## config.mk

```make
export PLATFORM = sky130hd
export DESIGN_NAME = taylor_series_evaluator_top
export DESIGN_NICKNAME = d
export VERILOG_FILES = /design/src/rtl/tsev_pkg.sv /design/src/rtl/tsev_mul.sv /design/src/rtl/tsev_div.sv /design/src/rtl/taylor_series_evaluator_top.sv
export SDC_FILE = /design/constraint.sdc
export NUM_CORES = 2
export LEC_CHECK = 0
export BUFFER_PORTS_ARGS = -buffer_cell sky130_fd_sc_hd__buf_2
export CELL_PAD_IN_SITES_DETAIL_PLACEMENT = 1
export CELL_PAD_IN_SITES_GLOBAL_PLACEMENT = 2
export CORE_UTILIZATION = 40
export CTS_BUF_LIST = sky130_fd_sc_hd__clkbuf_8
export CTS_CLUSTER_SIZE = 20
export DETAILED_ROUTE_END_ITERATION = 8
export PLACE_DENSITY_LB_ADDON = 0.1
export SETUP_SLACK_MARGIN = 0.15
export SLEW_MARGIN = 20
export SYNTH_ARGS = -nofsm -noshare
export SYNTH_HDL_FRONTEND = slang
export SYNTH_SLANG_ARGS = --single-unit
```

## constraint.sdc

```tcl
create_clock -name clk -period 11 [get_ports clk]
set_input_delay 1.1 -clock clk [delete_from_list [all_inputs] [get_ports clk]]
set_output_delay 1.1 -clock clk [all_outputs]
set_load 0.05 [all_outputs]
```

## src/rtl/tsev_pkg.sv

```systemverilog
// Shared types and constants for the series evaluator.
package tsev_pkg;

  typedef enum logic [1:0] {
    OP_PI  = 2'd0,
    OP_EXP = 2'd1,
    OP_SIN = 2'd2,
    OP_COS = 2'd3
  } op_t;

  localparam int CFG_W   = 12;
  localparam logic [CFG_W-1:0] CFG_RESET = 12'd8;
  localparam int CFG_MAX = 4095;

  localparam int X_W   = 32;
  localparam int RES_W = 64;

  // term magnitudes stay below 2^63
  localparam int MAG_W = 63;
  localparam logic [MAG_W-1:0] MAG_MAX = {MAG_W{1'b1}};
  localparam logic [MAG_W-1:0] MAG_ONE = 63'h1_0000_0000;

  // 63 x 32 bit product
  localparam int PROD_W = MAG_W + X_W;

  // divider: dividend width and quotient bits per cycle
  localparam int DIV_W     = 96;
  localparam int DIV_STEPS = 4;
  localparam logic [DIV_W-1:0] PI_DIVIDEND = 96'h4_0000_0000;

  localparam logic [RES_W-1:0] SUM_MAX = 64'h7FFF_FFFF_FFFF_FFFF;
  localparam logic [RES_W-1:0] SUM_MIN = 64'h8000_0000_0000_0000;

endpackage

```

## src/rtl/tsev_mul.sv

```systemverilog
// Two-pass 63x32 unsigned multiplier built on one 32x32 multiplier.
module tsev_mul (
  input  logic                          clk,
  input  logic                          rst_n,
  input  logic                          start,
  input  logic [tsev_pkg::MAG_W-1:0]    a,
  input  logic [tsev_pkg::X_W-1:0]      b,
  output logic                          done,
  output logic [tsev_pkg::PROD_W-1:0]   prod
);

  typedef enum logic [1:0] {
    M_IDLE,
    M_LO,
    M_HI,
    M_SUM
  } mphase_t;

  mphase_t                          phase_r, phase_nxt;
  logic [tsev_pkg::MAG_W-1:0]       a_r, a_nxt;
  logic [tsev_pkg::X_W-1:0]         b_r, b_nxt;
  logic [63:0]                      pp_lo_r, pp_lo_nxt;
  logic [63:0]                      pp_hi_r, pp_hi_nxt;
  logic [tsev_pkg::PROD_W-1:0]      prod_r, prod_nxt;
  logic                             done_r, done_nxt;
  logic [31:0]                      mul_a;
  logic [63:0]                      mul_out;

  // the one shared multiplier: low half of a, then high half
  assign mul_a   = (phase_r == M_LO) ? a_r[31:0] : {1'b0, a_r[tsev_pkg::MAG_W-1:32]};
  assign mul_out = mul_a * b_r;

  always_comb begin
    phase_nxt = phase_r;
    a_nxt     = a_r;
    b_nxt     = b_r;
    pp_lo_nxt = pp_lo_r;
    pp_hi_nxt = pp_hi_r;
    prod_nxt  = prod_r;
    done_nxt  = 1'b0;
    case (phase_r)
      M_IDLE: begin
        if (start) begin
          a_nxt     = a;
          b_nxt     = b;
          phase_nxt = M_LO;
        end
      end
      M_LO: begin
        pp_lo_nxt = mul_out;
        phase_nxt = M_HI;
      end
      M_HI: begin
        pp_hi_nxt = mul_out;
        phase_nxt = M_SUM;
      end
      M_SUM: begin
        prod_nxt  = tsev_pkg::PROD_W'({pp_hi_r, 32'd0}) + tsev_pkg::PROD_W'(pp_lo_r);
        done_nxt  = 1'b1;
        phase_nxt = M_IDLE;
      end
      default: phase_nxt = M_IDLE;
    endcase
  end

  always_ff @(posedge clk) begin
    if (!rst_n) begin
      phase_r <= M_IDLE;
      done_r  <= 1'b0;
    end else begin
      phase_r <= phase_nxt;
      done_r  <= done_nxt;
    end
    a_r     <= a_nxt;
    b_r     <= b_nxt;
    pp_lo_r <= pp_lo_nxt;
    pp_hi_r <= pp_hi_nxt;
    prod_r  <= prod_nxt;
  end

  assign done = done_r;
  assign prod = prod_r;

endmodule

```

## src/rtl/tsev_div.sv

```systemverilog
// Restoring divider, 96-bit dividend, DIV_STEPS quotient bits per cycle.
module tsev_div #(
  parameter int DEN_W = 13
) (
  input  logic                        clk,
  input  logic                        rst_n,
  input  logic                        start,
  input  logic [tsev_pkg::DIV_W-1:0]  dividend,
  input  logic [DEN_W-1:0]            divisor,
  output logic                        done,
  output logic [tsev_pkg::DIV_W-1:0]  quotient
);

  localparam int CYCLES = tsev_pkg::DIV_W / tsev_pkg::DIV_STEPS;
  localparam int CW     = $clog2(CYCLES + 1);

  logic [tsev_pkg::DIV_W-1:0] work_r, work_nxt;
  logic [DEN_W-1:0]           rem_r, rem_nxt;
  logic [DEN_W-1:0]           den_r, den_nxt;
  logic [CW-1:0]              cnt_r, cnt_nxt;
  logic                       busy_r, busy_nxt;
  logic                       done_r, done_nxt;
  logic [tsev_pkg::DIV_W-1:0] w_step;
  logic [DEN_W-1:0]           r_step;

  // dividend shifts out the top while quotient bits shift in at the bottom
  always_comb begin
    logic [DEN_W:0] cur;
    w_step = work_r;
    r_step = rem_r;
    for (int i = 0; i < tsev_pkg::DIV_STEPS; i++) begin
      cur    = {r_step, w_step[tsev_pkg::DIV_W-1]};
      w_step = {w_step[tsev_pkg::DIV_W-2:0], 1'b0};
      if (cur >= {1'b0, den_r}) begin
        cur       = cur - {1'b0, den_r};
        w_step[0] = 1'b1;
      end
      r_step = cur[DEN_W-1:0];
    end
  end

  always_comb begin
    work_nxt = work_r;
    rem_nxt  = rem_r;
    den_nxt  = den_r;
    cnt_nxt  = cnt_r;
    busy_nxt = busy_r;
    done_nxt = 1'b0;
    if (busy_r) begin
      work_nxt = w_step;
      rem_nxt  = r_step;
      cnt_nxt  = cnt_r - 1'b1;
      if (cnt_r == CW'(1)) begin
        busy_nxt = 1'b0;
        done_nxt = 1'b1;
      end
    end else if (start) begin
      work_nxt = dividend;
      rem_nxt  = '0;
      den_nxt  = divisor;
      cnt_nxt  = CW'(CYCLES);
      busy_nxt = 1'b1;
    end
  end

  always_ff @(posedge clk) begin
    if (!rst_n) begin
      busy_r <= 1'b0;
      done_r <= 1'b0;
    end else begin
      busy_r <= busy_nxt;
      done_r <= done_nxt;
    end
    work_r <= work_nxt;
    rem_r  <= rem_nxt;
    den_r  <= den_nxt;
    cnt_r  <= cnt_nxt;
  end

  assign done     = done_r;
  assign quotient = work_r;

endmodule

```

## src/rtl/taylor_series_evaluator_top.sv

```systemverilog
// Series evaluator top: sequencer, term and sum registers, config and stream ports.
//
//  channel  | ports                          | moves
//  ---------+--------------------------------+-------------------------------------
//  in       | in_tvalid/in_tready/tdata/tuser| x (Q3.28), opcode
//  out      | out_tvalid/out_tready/tdata/...| result (Q31.32), overflow flag
//  cfg      | cfg_wr_en/cfg_wr_data          | term_count
//
// One item at a time. All terms but the first series term use the shared divider:
// a pi term is step, divide, add; a series step is multiply, divide, add.
// exp takes n-1 steps, sin 2n-1, cos 2n-2, pi n; a zero term count skips to done.
// Synchronous active-low reset; term_count resets to 8.
// The next input transfer is taken while a finished result still waits on out.
module taylor_series_evaluator_top #(
  parameter int MAX_TERMS = 4095,
  parameter int FRAC_BITS = 28
) (
  input  logic                          clk,
  input  logic                          rst_n,
  // config
  input  logic                          cfg_wr_en,
  input  logic [tsev_pkg::CFG_W-1:0]    cfg_wr_data,   // term_count
  // input stream
  input  logic                          in_tvalid,
  output logic                          in_tready,
  input  logic [tsev_pkg::X_W-1:0]      in_tdata,      // [31:0] x
  input  logic [1:0]                    in_tuser,      // [1:0] opcode
  // result stream
  output logic                          out_tvalid,
  input  logic                          out_tready,
  output logic [tsev_pkg::RES_W-1:0]    out_tdata,     // [63:0] result
  output logic                          out_tuser      // [0] overflow
);

  localparam int NMAX = (MAX_TERMS < tsev_pkg::CFG_MAX) ? MAX_TERMS : tsev_pkg::CFG_MAX;
  localparam int NW   = $clog2(NMAX + 1);
  localparam int JW   = $clog2(2 * NMAX);

  typedef enum logic [2:0] {
    S_IDLE,
    S_STEP,
    S_MUL,
    S_DIV,
    S_ADD,
    S_DONE
  } state_t;

  state_t                         state_r, state_nxt;
  tsev_pkg::op_t                  op_r, op_nxt;
  logic [tsev_pkg::X_W-1:0]       xmag_r, xmag_nxt;
  logic                           xneg_r, xneg_nxt;
  logic [JW-1:0]                  j_r, j_nxt;
  logic [JW-1:0]                  jlast_r, jlast_nxt;
  logic [tsev_pkg::MAG_W-1:0]     mag_r, mag_nxt;
  logic                           tneg_r, tneg_nxt;
  logic [tsev_pkg::RES_W-1:0]     acc_r, acc_nxt;
  logic                           flag_r, flag_nxt;
  logic [tsev_pkg::RES_W-1:0]     out_data_r, out_data_nxt;
  logic                           out_flag_r, out_flag_nxt;
  logic                           out_valid_r, out_valid_nxt;
  logic [tsev_pkg::CFG_W-1:0]     term_count_r;

  logic                           in_xfer;
  logic                           load_out;
  logic [NW-1:0]                  n_val;
  logic [JW:0]                    n2;
  logic [JW-1:0]                  pi_den;
  logic                           mul_start, mul_done;
  logic [tsev_pkg::PROD_W-1:0]    mul_prod;
  logic                           div_start, div_done;
  logic [tsev_pkg::DIV_W-1:0]     div_dividend, div_quot;
  logic [JW-1:0]                  div_divisor;
  logic                           q_sat;

  always_ff @(posedge clk) begin
    if (!rst_n) begin
      term_count_r <= tsev_pkg::CFG_RESET;
    end else if (cfg_wr_en) begin
      term_count_r <= cfg_wr_data;
    end
  end

  assign in_tready = (state_r == S_IDLE);
  assign in_xfer   = in_tvalid && in_tready;
  assign load_out  = (state_r == S_DONE) && (!out_valid_r || out_tready);

  assign n_val  = (32'(term_count_r) > NMAX) ? NW'(NMAX) : NW'(term_count_r);
  assign n2     = (JW + 1)'(n_val) << 1;
  assign pi_den = JW'(((JW + 1)'(j_r) << 1) - 1'b1);

  assign mul_start    = (state_r == S_STEP) && (op_r != tsev_pkg::OP_PI) && (j_r != '0);
  assign div_start    = ((state_r == S_STEP) && (op_r == tsev_pkg::OP_PI)) ||
                        ((state_r == S_MUL) && mul_done);
  assign div_dividend = (op_r == tsev_pkg::OP_PI) ? tsev_pkg::PI_DIVIDEND :
                        (tsev_pkg::DIV_W'(mul_prod) >> FRAC_BITS);
  assign div_divisor  = (op_r == tsev_pkg::OP_PI) ? pi_den : j_r;
  assign q_sat        = |div_quot[tsev_pkg::DIV_W-1:tsev_pkg::MAG_W];

  tsev_mul u_mul (
    .clk   (clk),
    .rst_n (rst_n),
    .start (mul_start),
    .a     (mag_r),
    .b     (xmag_r),
    .done  (mul_done),
    .prod  (mul_prod)
  );

  tsev_div #(
    .DEN_W (JW)
  ) u_div (
    .clk      (clk),
    .rst_n    (rst_n),
    .start    (div_start),
    .dividend (div_dividend),
    .divisor  (div_divisor),
    .done     (div_done),
    .quotient (div_quot)
  );

  always_comb begin
    logic                       sel;
    logic                       neg;
    logic [1:0]                 jlo;
    logic [tsev_pkg::RES_W-1:0] v;
    logic [tsev_pkg::RES_W-1:0] s;
    logic                       ovf;

    state_nxt     = state_r;
    op_nxt        = op_r;
    xmag_nxt      = xmag_r;
    xneg_nxt      = xneg_r;
    j_nxt         = j_r;
    jlast_nxt     = jlast_r;
    mag_nxt       = mag_r;
    tneg_nxt      = tneg_r;
    acc_nxt       = acc_r;
    flag_nxt      = flag_r;
    out_data_nxt  = out_data_r;
    out_flag_nxt  = out_flag_r;
    out_valid_nxt = out_valid_r && !out_tready;

    jlo = 2'(j_r);
    sel = 1'b1;
    neg = tneg_r;
    case (op_r)
      tsev_pkg::OP_PI: begin
        sel = 1'b1;
        neg = !j_r[0];
      end
      tsev_pkg::OP_EXP: begin
        sel = 1'b1;
        neg = tneg_r;
      end
      tsev_pkg::OP_SIN: begin
        sel = j_r[0];
        neg = tneg_r ^ (jlo == 2'b11);
      end
      tsev_pkg::OP_COS: begin
        sel = !j_r[0];
        neg = tneg_r ^ (jlo == 2'b10);
      end
      default: begin
        sel = 1'b0;
        neg = 1'b0;
      end
    endcase
    v   = neg ? (tsev_pkg::RES_W'(0) - {1'b0, mag_r}) : {1'b0, mag_r};
    s   = acc_r + v;
    ovf = (acc_r[63] == v[63]) && (s[63] != acc_r[63]);

    case (state_r)
      S_IDLE: begin
        if (in_xfer) begin
          op_nxt   = tsev_pkg::op_t'(in_tuser);
          xneg_nxt = in_tdata[tsev_pkg::X_W-1];
          xmag_nxt = in_tdata[tsev_pkg::X_W-1] ? (tsev_pkg::X_W'(0) - in_tdata) : in_tdata;
          acc_nxt  = '0;
          flag_nxt = 1'b0;
          mag_nxt  = tsev_pkg::MAG_ONE;
          tneg_nxt = 1'b0;
          case (tsev_pkg::op_t'(in_tuser))
            tsev_pkg::OP_PI: begin
              j_nxt     = JW'(1);
              jlast_nxt = JW'(n_val);
            end
            tsev_pkg::OP_EXP: begin
              j_nxt     = '0;
              jlast_nxt = JW'((JW + 1)'(n_val) - 1'b1);
            end
            tsev_pkg::OP_SIN: begin
              j_nxt     = '0;
              jlast_nxt = JW'(n2 - 1'b1);
            end
            tsev_pkg::OP_COS: begin
              j_nxt     = '0;
              jlast_nxt = JW'(n2 - 2'd2);
            end
            default: begin
              j_nxt     = '0;
              jlast_nxt = '0;
            end
          endcase
          state_nxt = (n_val == '0) ? S_DONE : S_STEP;
        end
      end
      S_STEP: begin
        // first series term is 1.0 and needs no divide
        if (op_r == tsev_pkg::OP_PI) begin
          state_nxt = S_DIV;
        end else if (j_r == '0) begin
          state_nxt = S_ADD;
        end else begin
          state_nxt = S_MUL;
        end
      end
      S_MUL: begin
        if (mul_done) begin
          state_nxt = S_DIV;
        end
      end
      S_DIV: begin
        if (div_done) begin
          if (op_r == tsev_pkg::OP_PI) begin
            mag_nxt = div_quot[tsev_pkg::MAG_W-1:0];
          end else begin
            mag_nxt  = q_sat ? tsev_pkg::MAG_MAX : div_quot[tsev_pkg::MAG_W-1:0];
            flag_nxt = flag_r || q_sat;
            tneg_nxt = tneg_r ^ xneg_r;
          end
          state_nxt = S_ADD;
        end
      end
      S_ADD: begin
        if (sel) begin
          if (ovf) begin
            acc_nxt  = acc_r[63] ? tsev_pkg::SUM_MIN : tsev_pkg::SUM_MAX;
            flag_nxt = 1'b1;
          end else begin
            acc_nxt = s;
          end
        end
        if (j_r == jlast_r) begin
          state_nxt = S_DONE;
        end else begin
          j_nxt     = j_r + 1'b1;
          state_nxt = S_STEP;
        end
      end
      S_DONE: begin
        if (load_out) begin
          out_data_nxt  = acc_r;
          out_flag_nxt  = flag_r;
          out_valid_nxt = 1'b1;
          state_nxt     = S_IDLE;
        end
      end
      default: state_nxt = S_IDLE;
    endcase
  end

  always_ff @(posedge clk) begin
    if (!rst_n) begin
      state_r     <= S_IDLE;
      out_valid_r <= 1'b0;
    end else begin
      state_r     <= state_nxt;
      out_valid_r <= out_valid_nxt;
    end
    op_r       <= op_nxt;
    xmag_r     <= xmag_nxt;
    xneg_r     <= xneg_nxt;
    j_r        <= j_nxt;
    jlast_r    <= jlast_nxt;
    mag_r      <= mag_nxt;
    tneg_r     <= tneg_nxt;
    acc_r      <= acc_nxt;
    flag_r     <= flag_nxt;
    out_data_r <= out_data_nxt;
    out_flag_r <= out_flag_nxt;
  end

  assign out_tvalid = out_valid_r;
  assign out_tdata  = out_data_r;
  assign out_tuser  = out_flag_r;

  a_mul_done_in_mul: assert property (@(posedge clk) disable iff (!rst_n)
    mul_done |-> (state_r == S_MUL))
    else $error("multiplier finished outside the multiply step");

  a_div_done_in_div: assert property (@(posedge clk) disable iff (!rst_n)
    div_done |-> (state_r == S_DIV))
    else $error("divider finished outside the divide step");

  a_pi_no_flag: assert property (@(posedge clk) disable iff (!rst_n)
    (load_out && (op_r == tsev_pkg::OP_PI)) |=> !out_tuser)
    else $error("pi series raised overflow");

  a_j_in_range: assert property (@(posedge clk) disable iff (!rst_n)
    ((state_r == S_STEP) || (state_r == S_ADD)) |-> (j_r <= jlast_r))
    else $error("term index ran past the last term");

  a_busy_after_xfer: assert property (@(posedge clk) disable iff (!rst_n)
    in_xfer |=> !in_tready)
    else $error("ready held across an accepted transfer");

endmodule
```

# Word-level counts from Yosys, hierarchy flattened
# Index checks and enable logic that the tools add are counted.
word_totals:
  reg_bits: 720
  inputBits: 51
  out_inout_bits: 67
  wordCells: 183
classes:
  n_addsub: 14
  mul: 1
  order_cmp: 4
  n_eq_ne: 29
  n_mux: 63
  n_bitwise: 4
  reduce_logical: 40
op_table:
  columns: ["op", "n"]
  rows:
  - ["$mux 64", 5]
  - ["$mux 63", 4]
  - ["$mux 96", 2]
  - ["$pmux 64 s2", 1]
  - ["$pmux 63 s2", 1]
  - ["$mux 13", 9]
  - ["$add 95x64->95", 1]
  - ["$mux 67", 1]
  - ["$add 64x64->64", 1]
  - ["$mul 32x32->64", 1]
  - ["$sub 1x63->64 const A", 1]
  - ["$ge 14x13->1", 4]
  - ["$pmux 13 s2", 2]
  - ["$pmux 13 s4", 1]
  - ["$sub 13x13->13", 4]
  - ["$reduce_or 33->1", 1]
  - ["$mux 32", 1]
  - ["$sub 1x32->32 const A", 1]
  - ["$mux 31", 1]
  - ["$sub 13x1->13 const B", 2]
  - ["$mux 3", 8]
  - ["$mux 1", 18]
  - ["$pmux 3 s6", 1]
  - ["$eq 2x2->1 const B", 8]
  - ["other kinds (38)", 76]

# Depth between registers and ports, before layout
logic_depth:
  word_depth: 10
  depth_mapped: 45
  mapped_depth_nobuf: 42

# Hierarchy
# Synthesis repeated with hierarchy kept, for this count alone.
hier_totals:
  hier_cells: 6913
  area_unflattened_um2: 71209.5
modules_own_cells:
  columns: ["mod", "n_inst", "cells_each", "area_each_um2", "seq_area_each_um2"]
  rows:
  - ["tsev_mul", 1, 4437, 45733.9, 9579.2]
  - ["taylor_series_evaluator_top", 1, 1734, 17026.3, 7977.7]
  - ["tsev_div", 1, 742, 8449.4, 3853.7]

# Worst setup path before layout
# No wires, ideal clock.
synth_timing:
  kind: "register to register"
  start: "reg j_r[0]"
  end: "reg u_mul.a_r[0] in the netlist's numbering (enable)"
  setup_time_ns: 0.815
  arrival_ns: 11.124
  required_ns: 10.185
  slack_ns: -0.939
  path_stages_with_launch: 8
  n_path_buf: 1
  period_less_slack_ns: 11.939
  path_cell_list: "edfxtp_1 -> clkbuf_1 -> inv_1 -> ha_1 -> nand2_1 -> nor3_1 -> nor4b_1 -> nor4b_1"
synth_between:
  elab_chain_cells: 3
synth_lines:
  columns: ["item", "line_no", "source"]
  rows:
  - ["start: declaration", "taylor_series_evaluator_top.sv:52", "logic [JW-1:0] j_r, j_nxt;"]
  - ["start signal: assignment", "taylor_series_evaluator_top.sv:273", "j_r <= j_nxt;"]
  - ["$reduce_bool 13->1", "taylor_series_evaluator_top.sv:91", "assign mul_start = (state_r == S_STEP) && (op_r != tsev_pkg::OP_PI) && (j_r != '0);"]
  - ["$logic_and 1x1->1", "taylor_series_evaluator_top.sv:91", null]
  - ["$reduce_and 2->1 (no line)", null, null]
  - ["end signal: assignment", "tsev_mul.sv:74", "a_r <= a_nxt;"]
  - ["end: declaration", "tsev_mul.sv:20", "logic [tsev_pkg::MAG_W-1:0] a_r, a_nxt;"]
# Every way passes these cells.
# A chain may end at the register's enable or synchronous reset.

# Worst setup path after layout
layout_timing:
  start: "reg u_mul.phase_r[1]"
  end: "reg u_mul.pp_hi_r[57] (data pin)"
layout_between:
  elab_chain_cells: 3
layout_lines:
  columns: ["item", "line_no", "source"]
  rows:
  - ["start: declaration", "tsev_mul.sv:19", "mphase_t phase_r, phase_nxt;"]
  - ["start signal: assignment", "tsev_mul.sv:71", "phase_r <= phase_nxt;"]
  - ["$eq 2x1->1", "tsev_mul.sv:30", "assign mul_a = (phase_r == M_LO) ? a_r[31:0] : {1'b0, a_r[tsev_pkg::MAG_W-1:32]};"]
  - ["$mux 32", "tsev_mul.sv:30", null]
  - ["$mul 32x32->64", "tsev_mul.sv:31", "assign mul_out = mul_a * b_r;"]
  - ["net u_mul.mul_out[57]", "tsev_mul.sv:27", "logic [63:0] mul_out;"]
  - ["end signal: assignment", "tsev_mul.sv:77", "pp_hi_r <= pp_hi_nxt;"]
  - ["end: declaration", "tsev_mul.sv:23", "logic [63:0] pp_hi_r, pp_hi_nxt;"]
# The timed path passes the listed nets, and every way through them passes these cells.

==> out/summary.log <==
qor: logic_synthesis.post_synth_fa_ha_maj_area_fraction 34.4%
qor: clocking.clkLatencyLatePin 0.90 ns
qor: worst_setup_path.critical_path_class flop to flop
qor: final_layout.layout.nets 8177
qor: global_route.globalRouteTotalUtil 26.1%
qor: global_route.grt_overflow 0
qor: placement.place_worst_setup_slack -0.0957 ns
qor: logic_synthesis.seq_area_frac_synth 29.1%
qor: global_route.first_global_vias 53300
qor: sta.final.setup_skew 0.0741 ns
qor: placement.place_hpwl 168000 um
qor: logic_synthesis.postSynth.topFlopCell sky130_fd_sc_hd__edfxtp_1
qor: clocking.cts_hold_repair.buffers 0
qor: logic_synthesis.synth.mux.area_fraction 1.33%
qor: floorplan.boundary_pins 118
qor: floorplan.floorplan.core_area 0.168 mm^2
qor: clocking.count_of_clock_tree_sinks 664
qor: logic_synthesis.synth_top_cell_area_share 28.5%
qor: sta.slew_headroom 17.9%
qor: sta.worst_slew_pin_slew 1.23 ns
qor: global_route.grt_start_max_net_pins 97
qor: drt.met1_length 95900 um
qor: logic_synthesis.synth.yosys.warnings 0
qor: sta.timing.final.ws_setup 0.765 ns
qor: logic_synthesis.synth-compound-area-share 8.03%
qor: drt.wl 218000 um
qor: logic_synthesis.synth_seq_cells 664
qor: clocking.cts_tree yes
qor: placement.routabilityCongestion 0.863
qor: clocking.h-tree-depth 3
qor: logic_synthesis.synth_async_sr_flop_share 0%
qor: drt.detailroute.wirelength.met3 7680 um
qor: logic_synthesis.main_combinational_cell_family_by_area_after_synthesis adder cells
qor: status.status complete, no violations
qor: worst_setup_path.path_common_cell sky130_fd_sc_hd__fa_1
qor: logic_synthesis.synth-edff-count 643
qor: worst_setup_path.critical-path-max-stage-delay 0.67 ns
qor: floorplan.die_area 0.171 mm^2
qor: final_layout.area.growth.synth_to_final 7.75%
qor: logic_synthesis.synthesized_area_fraction_occupied_by_xor_and_xnor_cells 4.51%
qor: logic_synthesis.synth_top_area_cell sky130_fd_sc_hd__edfxtp_1
qor: final_layout.post_route_cells_drive_above_1_share 7.00%
qor: sta.setup_repair_after_global_routing_missed_its_margin false
qor: clocking.number_of_buffers_created_by_cts 114
qor: floorplan.floorplan.die.height 414 um
qor: logic_synthesis.syn_nets 8162
qor: drt.routed-wl-met2 110000 um
qor: drt.drcViolationCount 0
qor: drt.route.vias.total 48200
qor: sta.setup_viol 0
qor: final_layout.mostFrequentLayoutCell sky130_fd_sc_hd__inv_1
qor: drt.antenna_left 0
qor: drt.via_per_inst 5.29
qor: global_route.grt_antenna_before_repair 8
qor: logic_synthesis.postSynthCellCount 6787
qor: worst_setup_path.crit_arrival 10.83 ns
qor: drt.detailed_router_iteration_count_before_antenna_repair 5
qor: sta.final-hold-violation-count 0
qor: drt.highest-signal-layer met4
qor: logic_synthesis.syn-mean-instance-area 9.99 um^2
qor: drt.detail_route.iter0.violations 2777
qor: sta.min_period_over_period 93.0%
qor: placement.dp.cells 8882
qor: final_layout.fin_cells 9108
qor: placement.io_buffers 117
qor: final_layout.layout_common_cells sky130_fd_sc_hd__inv_1 (1083), sky130_fd_sc_hd__nand2_1 (950), sky130_fd_sc_hd__fa_1 (902)
qor: clocking.cts.clk_slew.worst_paths 0.06 ns
qor: logic_synthesis.netlist-cell-type-count 83
qor: sta.fmaxAchievable 0.0977 GHz
qor: hold_path.timing.hold.worst.class flop to flop
qor: worst_setup_path.worstSetupStartpointType flop
qor: floorplan.floorplan.rows 150
qor: job.count_of_maximum_capacitance_violations 0
qor: clocking.clk_root_buffer_cell sky130_fd_sc_hd__clkbuf_8
qor: logic_synthesis.synth_simple_gate_area_share 14.9%
qor: worst_setup_path.cp-end-kind flop
qor: worst_setup_path.worst-endpoint-required 11.59 ns
qor: logic_synthesis.netlist_area 0.0678 mm^2
qor: worst_setup_path.slowest_stage sky130_fd_sc_hd__a2111oi_0
qor: global_route.grt_pass1_wl 334000 um
qor: worst_setup_path.crit_fanout 32
qor: sta.setup-tns-final 0 ns
qor: clocking.cts_max_path_buffers 3
qor: logic_synthesis.netlist_top_cells_area sky130_fd_sc_hd__edfxtp_1 (28%), sky130_fd_sc_hd__fa_1 (27%), sky130_fd_sc_hd__ha_1 (7.8%)
qor: floorplan.die_w 414 um
qor: sta.slew_viol_final 0
qor: drt.route.detailed.wl_per_inst 24.0 um
qor: sta.finalWorstPathRequiredPeriod 10.23 ns
qor: floorplan.initial_core_utilization 40.4%
## cell usage after synthesis, types with 11 or more instances
library cell                instances
sky130_fd_sc_hd__nor2_1           301
sky130_fd_sc_hd__inv_1           1048
sky130_fd_sc_hd__o21a_1            31
sky130_fd_sc_hd__nand2_1          951
sky130_fd_sc_hd__clkbuf_1         314
sky130_fd_sc_hd__a31oi_1           19
sky130_fd_sc_hd__and2_1           457
sky130_fd_sc_hd__nand3_1           50
sky130_fd_sc_hd__nor2b_1           60
sky130_fd_sc_hd__mux2i_1           27
sky130_fd_sc_hd__mux2_2            56
sky130_fd_sc_hd__a21o_1           112
sky130_fd_sc_hd__fa_1             902
sky130_fd_sc_hd__nand2b_1          34
sky130_fd_sc_hd__ha_1             422
sky130_fd_sc_hd__a2111oi_0         12
sky130_fd_sc_hd__o31ai_1           41
sky130_fd_sc_hd__xor2_1           131
sky130_fd_sc_hd__o41ai_1           13
sky130_fd_sc_hd__xnor2_1          218
sky130_fd_sc_hd__or2_2             11
sky130_fd_sc_hd__or4_1             11
sky130_fd_sc_hd__o21ai_0          280
sky130_fd_sc_hd__a211oi_1          20
sky130_fd_sc_hd__dfxtp_1           21
sky130_fd_sc_hd__edfxtp_1         643
sky130_fd_sc_hd__or3_1             29
sky130_fd_sc_hd__a21oi_1          216
sky130_fd_sc_hd__o21bai_1          36
sky130_fd_sc_hd__nor3_1            63
sky130_fd_sc_hd__nand4_1           44
sky130_fd_sc_hd__nor4_1            31
sky130_fd_sc_hd__and3_1            43
## state kept, by name (all words and copies together) (netlist names), 2 cells and up
signal          cells
u_div.den_r        13
u_div.cnt_r         5
u_mul.pp_lo_r      36
u_mul.b_r          32
acc_r              64
u_mul.prod         67
n_val              12
u_mul.phase_r       2
u_div.quotient     96
mag_r              63
xmag_r             32
u_div.rem_r        13
u_mul.pp_hi_r      63
out_tdata          64
state_r             3
j_r                13
jlast_r            13
op_r                2
u_mul.a_r          63
## final timing paths
kind                                  startpoint                end  slack [ns]  cells past startpoint
worst min register to register        xmag_r[25]      u_mul.b_r[25]        0.41                      0
worst min-delay path                  xmag_r[25]      u_mul.b_r[25]        0.41                      0
worst max-delay path            u_mul.phase_r[1]  u_mul.pp_hi_r[57]        0.77                     29
worst max register to register  u_mul.phase_r[1]  u_mul.pp_hi_r[57]        0.77                     29
## per-layer routing
| layer | track usage [%] | vias to the layer above |
|---|---|---|
| met1 | 34.3 | 25100 |
| met2 | 45.9 | 915 |
| met4 | 6.93 | 0 |
| met3 | 2.56 | 273 |
| met5 | 0 | - |
| li1 | - | 21900 |
## stage by stage
stage / area (um^2) / utilization [%] / hold slack, ns
global route: 73100 / 43.5 / 0.421
global placement: 70700 / 42.2 / 0.401
detailed placement: 70800 / 42.2 / 0.406
finish: 73100 / 43.5 / 0.413
CTS: 72900 / 43.5 / 0.408
floorplan: 67800 / - / 0.400
## cells by family (layout without fill, tap and decap cells)
logic type / after synthesis / after routing
simple gates: 2122 / 2122
buf+inv: 1373 / 1482
fa+ha+maj: 1325 / 1325
compound gates: 871 / 871
flops: 664 / 664
xor+xnor: 349 / 349
mux: 83 / 83
other cells: 0 / 8
## critical path, delay by kind of cell (launching register included)
kind	cells	cell delay [ns]
adder cells (fa/ha/maj)	10	4.88
AO/OA/AOI/OAI	6	2.25
AND/OR/NAND/NOR	5	1.07
buffers and inverters	6	1.05
flip-flops	1	0.33
multiplexers	1	0.26
XOR/XNOR	1	0.12
## timing repair
item,4_1_cts,5_1_grt
pin swaps,0,4
resized for setup,4,9
setup buffers,0,8
setup endpoints to repair,14,14
## area by class of cell
cell class / count / area, um^2
sequential: 664 / 19700
fill: 18900 / 94700
clock buffer: 114 / 1570
clock inverter: 96 / 568
tap: 2204 / 2760
multi-input combinational: 4750 / 43000
antenna: 8 / 20.0
timing repair buffer: 224 / 1450
inverter: 1048 / 3940
Power is left out: the tool's default activity adds up to more than one toggle a clock period on the data nets, which glitch-free logic cannot reach.
